<file path="src/hdl/pfc_pkg.sv">
// types and constants shared by the palette foreground classifier
package pfc_pkg;

  typedef enum logic [1:0] {
    MODE_WRITE   = 2'd0,
    MODE_ANALYZE = 2'd1,
    MODE_QUERY   = 2'd2,
    MODE_CLEAR   = 2'd3
  } mode_e;

  typedef enum logic [2:0] {
    ST_IDLE,
    ST_DISPATCH,
    ST_SCAN,
    ST_WAIT,
    ST_THR_MUL,
    ST_THR_SET,
    ST_DONE
  } state_e;

  // entry fields, each 8 bits
  localparam int unsigned FieldW = 8;
  localparam int unsigned EntryW = 4 * FieldW;
  // weighted luminosity 0..765, threshold 0..688
  localparam int unsigned LumaW  = 10;
  localparam int unsigned ProdW  = 18;
  localparam int unsigned Thr9W  = 13;
  // floor(x / 10) as (x * 6554) >> 16, exact for x below 7000
  localparam logic [15:0] RecipTen = 16'd6554;
  localparam logic [7:0]  AlphaMax = 8'd255;

  typedef struct packed {
    logic capture;
    logic wr_en;
    logic clr;
    logic rd_issue;
    logic rd_from_cnt;
    logic cnt_clr;
    logic best_clr;
    logic vis_set;
    logic thr_mul;
    logic thr_set;
    logic out_load;
  } pfc_cmd_t;

  typedef struct packed {
    mode_e mode;
    logic  wr_ok;
    logic  q_ok;
    logic  scan_last;
    logic  wl_done;
    logic  out_free;
  } pfc_sts_t;

endpackage

</file>
<file path="src/hdl/pfc_ctrl.sv">
// controller state machine sequencing write, analyze, query and clear
module pfc_ctrl import pfc_pkg::*; (
  input  logic     clk_i,
  input  logic     rst_ni,
  input  logic     in_valid_i,
  output logic     in_stall_o,
  input  pfc_sts_t sts_i,
  output pfc_cmd_t cmd_o
);

  state_e state_q, state_d;

  always_ff @(posedge clk_i or negedge rst_ni) begin
    if (!rst_ni) begin
      state_q <= ST_IDLE;
    end else begin
      state_q <= state_d;
    end
  end

  // next state
  always_comb begin
    state_d = state_q;
    case (state_q)
      ST_IDLE: begin
        if (in_valid_i) state_d = ST_DISPATCH;
      end
      ST_DISPATCH: begin
        case (sts_i.mode)
          MODE_ANALYZE: state_d = ST_SCAN;
          MODE_QUERY: begin
            if (sts_i.q_ok) state_d = ST_WAIT;
            else            state_d = sts_i.out_free ? ST_IDLE : ST_DONE;
          end
          default: state_d = sts_i.out_free ? ST_IDLE : ST_DONE;
        endcase
      end
      ST_SCAN: begin
        if (sts_i.scan_last) state_d = ST_WAIT;
      end
      ST_WAIT: begin
        if (sts_i.wl_done) begin
          state_d = (sts_i.mode == MODE_QUERY) ? ST_DONE : ST_THR_MUL;
        end
      end
      ST_THR_MUL: state_d = ST_THR_SET;
      ST_THR_SET: state_d = ST_DONE;
      ST_DONE: begin
        if (sts_i.out_free) state_d = ST_IDLE;
      end
      default: state_d = ST_IDLE;
    endcase
  end

  // commands
  always_comb begin
    cmd_o      = '0;
    in_stall_o = state_q != ST_IDLE;
    case (state_q)
      ST_IDLE: begin
        cmd_o.capture = in_valid_i;
      end
      ST_DISPATCH: begin
        case (sts_i.mode)
          MODE_WRITE: begin
            cmd_o.wr_en    = sts_i.wr_ok;
            cmd_o.out_load = sts_i.out_free;
          end
          MODE_ANALYZE: begin
            cmd_o.best_clr = 1'b1;
            cmd_o.cnt_clr  = 1'b1;
          end
          MODE_QUERY: begin
            cmd_o.rd_issue = sts_i.q_ok;
            cmd_o.out_load = !sts_i.q_ok && sts_i.out_free;
          end
          MODE_CLEAR: begin
            cmd_o.clr      = 1'b1;
            cmd_o.out_load = sts_i.out_free;
          end
          default: cmd_o = '0;
        endcase
      end
      ST_SCAN: begin
        cmd_o.rd_issue    = 1'b1;
        cmd_o.rd_from_cnt = 1'b1;
      end
      ST_WAIT: begin
        cmd_o.vis_set = sts_i.wl_done && (sts_i.mode == MODE_QUERY);
      end
      ST_THR_MUL: cmd_o.thr_mul = 1'b1;
      ST_THR_SET: cmd_o.thr_set = 1'b1;
      ST_DONE: begin
        cmd_o.out_load = sts_i.out_free;
      end
      default: cmd_o = '0;
    endcase
  end

endmodule

</file>
<file path="config.mk">
export PLATFORM = sky130hd
export DESIGN_NAME = pfc_ctrl
export DESIGN_NICKNAME = d
export VERILOG_FILES = /design/src/hdl/pfc_pkg.sv /design/src/hdl/pfc_ctrl.sv
export SDC_FILE = /design/constraint.sdc
export NUM_CORES = 1
export LEC_CHECK = 0
export ABC_CLOCK_PERIOD_IN_PS = 1700
export BUFFER_PORTS_ARGS = -buffer_cell sky130_fd_sc_hd__buf_4
export CAP_MARGIN = 40
export CORE_AREA = 4 4 41 43
export DETAILED_ROUTE_END_ITERATION = 10
export DIE_AREA = 0 0 45 47
export GPL_TIMING_DRIVEN = 0
export HOLD_SLACK_MARGIN = 0.03
export PLACE_DENSITY = 0.69
export SLEW_MARGIN = 20
export SYNTH_ARGS = -nofsm -noshare
export SYNTH_HDL_FRONTEND = slang
export SYNTH_SLANG_ARGS = --single-unit
export TNS_END_PERCENT = 10
</file>
<file path="constraint.sdc">
create_clock -name clk_i -period 1.7 [get_ports clk_i]
set_clock_uncertainty 0.15 [all_clocks]
set_input_delay 0.17 -clock clk_i [delete_from_list [all_inputs] [get_ports clk_i]]
set_output_delay 0.17 -clock clk_i [all_outputs]
set_load 0.1 [all_outputs]
</file>
After elaboration in Yosys (flattened, before gate mapping)
Index checks and enable logic that the tools add are counted.
{"block": "totals", "in_bits": 10, "out_inout_bits": 12, "register_bits": 3}
{"block": "classes", "eq_ne": 13, "n_mux": 22, "n_reduce_logical": 8}
{"operator": "case mux 3 bit (7 select lines)", "n": 1}
{"operator": "two-way mux 3 bit", "n": 6}
{"operator": "== test 3 bit, second input constant", "n": 3}
{"operator": "two-way mux 2 bit", "n": 4}
{"operator": "inequality test 2 bit, second input constant", "n": 4}
{"operator": "two-way mux 1 bit", "n": 7}
{"operator": "== test 3 x 2 -> 1 bit, second input constant", "n": 2}
{"operator": "case mux 3 bit (2 select lines)", "n": 1}
{"operator": "== test 2 bit, second input constant", "n": 2}
{"operator": "case mux 1 bit (2 select lines)", "n": 2}
{"operator": "case mux 2 bit (2 select lines)", "n": 1}
{"operator": "AND reduction 4 bit", "n": 1}
{"operator": "== test 3 x 1 -> 1 bit, second input constant", "n": 1}
{"operator": "logical NOT 3 bit", "n": 1}
{"operator": "nonzero test 3 bit", "n": 1}
{"operator": "== test 2 x 1 -> 1 bit, second input constant", "n": 1}
{"operator": "logical AND 1 bit", "n": 2}
{"operator": "logical NOT 2 bit", "n": 1}
{"operator": "OR reduction 2 bit", "n": 1}
{"operator": "logical NOT 1 bit", "n": 1}

Longest topological paths before layout
{"block": "depth", "word_depth": 4, "ltp_mapped": 6, "depth_no_buf": 6}

Worst setup path after synthesis
Ideal clock, no wire load.
{"block": "synth_path", "path_type": "reg-to-output", "startpoint": "register state_q[0]", "endpoint": "output cmd_o[1] in the netlist's numbering", "path_stages_with_launch": 3, "path_slack_ns": -1.523, "arrival_time_ns": 2.903, "path_cell_list": "dfrtp_1 > clkbuf_1 > nor3b_1"}
{"element": "start, declared", "line": "pfc_ctrl.sv:11", "source": "state_e state_q, state_d;"}
{"element": "start signal, assigned", "line": "pfc_ctrl.sv:17", "source": "state_q <= state_d;"}
{"element": "end, declared", "line": "pfc_ctrl.sv:8", "source": "output pfc_cmd_t cmd_o"}

==> summary.txt <==
Outcome
  • Outcome: complete, but fails checks
  • Failing checks: negative setup slack

GRT
  • Vias in the first global route: between 500 and 600
  • Largest net degree at the start of global routing: 11
  • Global Route Usage Sum: 15.3%
  • First-pass GRT wire length: 2390 microns
  • Initial antenna violation count: 0
  • Grt ovf: 0

Yosys
  • Post-synthesis sequential element count: 3
  • Synth unique cells: 29
  • Post-Synth Adder-Cell Area: between 10% and 20%
  • Post-Synthesis Cell Area: 430 sq um
  • Synth warnings: 0
  • Post-Synthesis Cells: between 50 and 60
  • Main combinational cell family by area after synthesis: simple AND/OR/NAND/NOR gates
  • Compound-cell area share of the yosys netlist: 21.2%
  • Post-synthesis mux area share: 2.33%
  • Sequential share of the synthesized area: around 17%
  • Net Count, Synth: 71
  • Avg Inst Size Synth: roughly 7.8 sq um
  • Simple-gate share of the synthesized area: about 30%
  • Post-Synth XOR/XNOR Area: 0%

Clock tree
  • TritonCTS clock tree: yes
  • Num Clock Sinks: 3
  • Clock Tree Buf Depth: 2
  • CTS Buf Count: 3
  • Clock slew at reported path FFs: 0.03 ns
  • Clk_lat worst skew: between 0.2 and 0.25 ns
  • Root buffer cell: clkbuf_4
  • H-tree depth: 1

Cells and area
  • Filler cells: ~100
  • NumNets Final: between 100 and 150
  • Layout cell share with drive strength beyond 1: 56.5%
  • Number of flip-flops in the largest register: 3
  • Inserted Diodes: 0
  • Top flop regs: state_q x3
  • Most flops, register: state_q
  • P&R area growth vs syn: 121%
  • Fin util: 73.1%

Detailed routing
  • Initial DRT Pass Iterations: 4
  • ANT nets after route: 0
  • Via count: 538
  • DR DRC count: 0
  • WL/cell: 13.4 microns
  • First DRT Iteration DRCs: 12
  • Post-DR vias/cell: about 5
  • Routed WL: 1430 microns

Worst setup path
  • Reg2Reg Depth: 7
  • Levels on crit path: 5
  • Worst EP required: 1.38 ns
  • CP Launch Type: register
  • Worst-path maximum fanout: 7
  • Critical path start-end classification: register to primary output
  • Crit end category: primary output
  • Crit path max-delay family: simple AND/OR/NAND/NOR gates
  • Reg2Reg Launch Point: state_q[2]$_DFFE_PN0P_
  • R2R setup slack: -0.08 ns
  • Worst path slowest cell: dfrtp_1
  • Critical Path AT: 1.56 ns
  • Biggest cell delay along the critical path: about 0.36 ns
  • Sum of buffers and inverters on the critical path: 2
  • Reg2Reg Capture Point: state_q[0]$_DFFE_PN0P_
  • Critical path, cell by cell: buf_6 -> nor3b_4 -> a32oi_2 -> nor2b_4 -> buf_12

Power and ir drop
  • Pwr Density: about 2000 nW/um^2
  • Lkg Pwr: around 0.45 nW
  • Peak supply drop: 0.000974 V

Placed design
  • Final HPWL from detailed placement: roughly 900 microns
  • Routability cong.: 0.692
  • IO buf count: 21

Hold path
  • Min-delay src: sts_i[0]
  • Hold Crit Class: input pin to register
  • WHS Path Cells: 2
  • End of the worst hold path: state_q[2]$_DFFE_PN0P_

Timing
  • Period minus WS final: between 1.5 and 2 ns
  • Max Slew Vio Count: 0
  • Highest clock rate: 0.531 GHz
  • Sum of negative setup slack: -1.07 ns
  • Worst Max-Slew Pin Slew: between 0.3 and 0.4 ns
  • RSZ-0062 raised after global routing: true
  • Slew HR: roughly 77%
  • Period utilization: 111%
  • Fin. Hold Viols: 0
  • Final WS setup: -0.183 ns
  • Final setup vio count: 10

Floorplanning
  • Row count: 13
  • I/O pin total: 22
  • Chip height: between 40 and 50 microns
  • Starting Density: 33.1%
  • Core area: 1300 sq um
  • Die Area: 2120 sq um
  • Die X: ~45 microns

Job
  • MaxCap Viol Count: 0
[logic make-up after synthesis]
family	count (synthesis)
AND/OR/NAND/NOR	21
AO/OA/AOI/OAI	13
buffers and inverters	11
adder cells (fa/ha/maj)	6
flip-flops	3
multiplexers	1
[report_power, final]
part           total (mW)  internal (mW)  switching (mW)
combinational        1.62          0.661           0.954
sequential          0.150          0.111          0.0389
clock               0.124         0.0879          0.0366
total                1.89          0.860            1.03
[stage by stage]
| step | hold WS (ns) | power [mW] | setup slack (ns) | std cells | cell area [sq um] |
|---|---|---|---|---|---|
| finish | 0.0770 | 1.89 | -0.183 | 107 | 951 |
| global placement | -0.192 | 1.37 | -0.160 | 91 | 681 |
| global route | 0.0662 | 1.97 | -0.208 | 107 | 951 |
| CTS | 0.0787 | 1.79 | -0.192 | 103 | 907 |
| detailed placement | -0.190 | 1.38 | -0.147 | 91 | 681 |
| floorplan | -0.276 | 1.18 | -0.301 | 55 | 504 |
[layout by cell type (no fill, tap or decap), drive strengths merged, types with 2 or more instances in the layout]
| cell type | count |
|---|---|
| a21oi | 2 |
| a32oi | 2 |
| and2 | 2 |
| buf | 35 |
| clkbuf | 4 |
| dfrtp | 3 |
| dlygate4sd3 | 2 |
| ha | 6 |
| inv | 7 |
| nand2 | 3 |
| nor2 | 4 |
| nor2b | 3 |
| nor3b | 2 |
| o21ai | 4 |
[synth_stat cells, drive strengths merged]
| master | instances | share of area, % |
|---|---|---|
| a211o | 1 | 2.0 |
| a21oi | 2 | 2.3 |
| a221o | 1 | 2.3 |
| a31o | 1 | 2.0 |
| a32oi | 2 | 4.1 |
| and2 | 2 | 2.9 |
| and3 | 1 | 1.5 |
| buf | 3 | 4.6 |
| clkbuf | 1 | 0.87 |
| dfrtp | 3 | 17 |
| ha | 6 | 17 |
| inv | 7 | 6.1 |
| mux2i | 1 | 2.3 |
| nand2 | 3 | 2.6 |
| nand3 | 1 | 1.2 |
| nand4 | 1 | 1.5 |
| nor2 | 4 | 3.5 |
| nor2b | 3 | 4.4 |
| nor3 | 1 | 1.2 |
| nor3b | 2 | 6.1 |
| nor4 | 1 | 1.5 |
| nor4bb | 1 | 2.3 |
| o21ai | 4 | 4.7 |
| o221ai | 1 | 2.0 |
| o31ai | 1 | 1.7 |
| or3 | 1 | 1.5 |
[repair_timing]
action / in CTS / in global routing
endpoints found under the hold margin: 4 / 0
pin swaps: 6 / 3
hold buffers: 2 / 0
setup endpoints to repair: 11 / 11
gates resized for setup: 33 / 5
setup buffers: 6 / 4
[worst max path at each step]
| stage | from | to |
|---|---|---|
| 2_1_floorplan | state_q[0]$_DFFE_PN0P_ | cmd_o[10] |
| 3_5_place_dp | state_q[2]$_DFFE_PN0P_ | cmd_o[0] |
| 5_1_grt | state_q[2]$_DFFE_PN0P_ | cmd_o[0] |
| 4_1_cts | state_q[2]$_DFFE_PN0P_ | cmd_o[0] |
| 3_3_place_gp | state_q[2]$_DFFE_PN0P_ | cmd_o[0] |
| 6_report | state_q[2]$_DFFE_PN0P_ | cmd_o[0] |
[cell type report]
class                      instances  area (sq um)  area share (%)
tap                               15          18.8            1.97
clock buffer                       4          26.3            2.76
buffer                             4          48.8            5.13
timing repair buffer              33           370            38.9
multi-input combinational         41           384            40.4
sequential                         3          76.3            8.03
inverter                           7          26.3            2.76
[worst register-to-register path, cell delays in order, from the launching register on]
cell and delay (ns):
dfrtp_1 0.36, buf_6 0.13, nor3b_4 0.31, buf_4 0.18, buf_4 0.10, nand4_1 0.09, a221o_1 0.30, o31ai_1 0.06
[metal layers]
metal	up-vias	part of all wire, %	track usage (%)	wire length [microns]
li1	268	-	-	-
met1	239	41	17.8	588
met2	27	50	27.7	712
met3	4	7.0	1.15	100
met4	0	2.2	8.77	32
met5	-	0	0	0
Note: power is estimated with default switching activity, not from simulation.
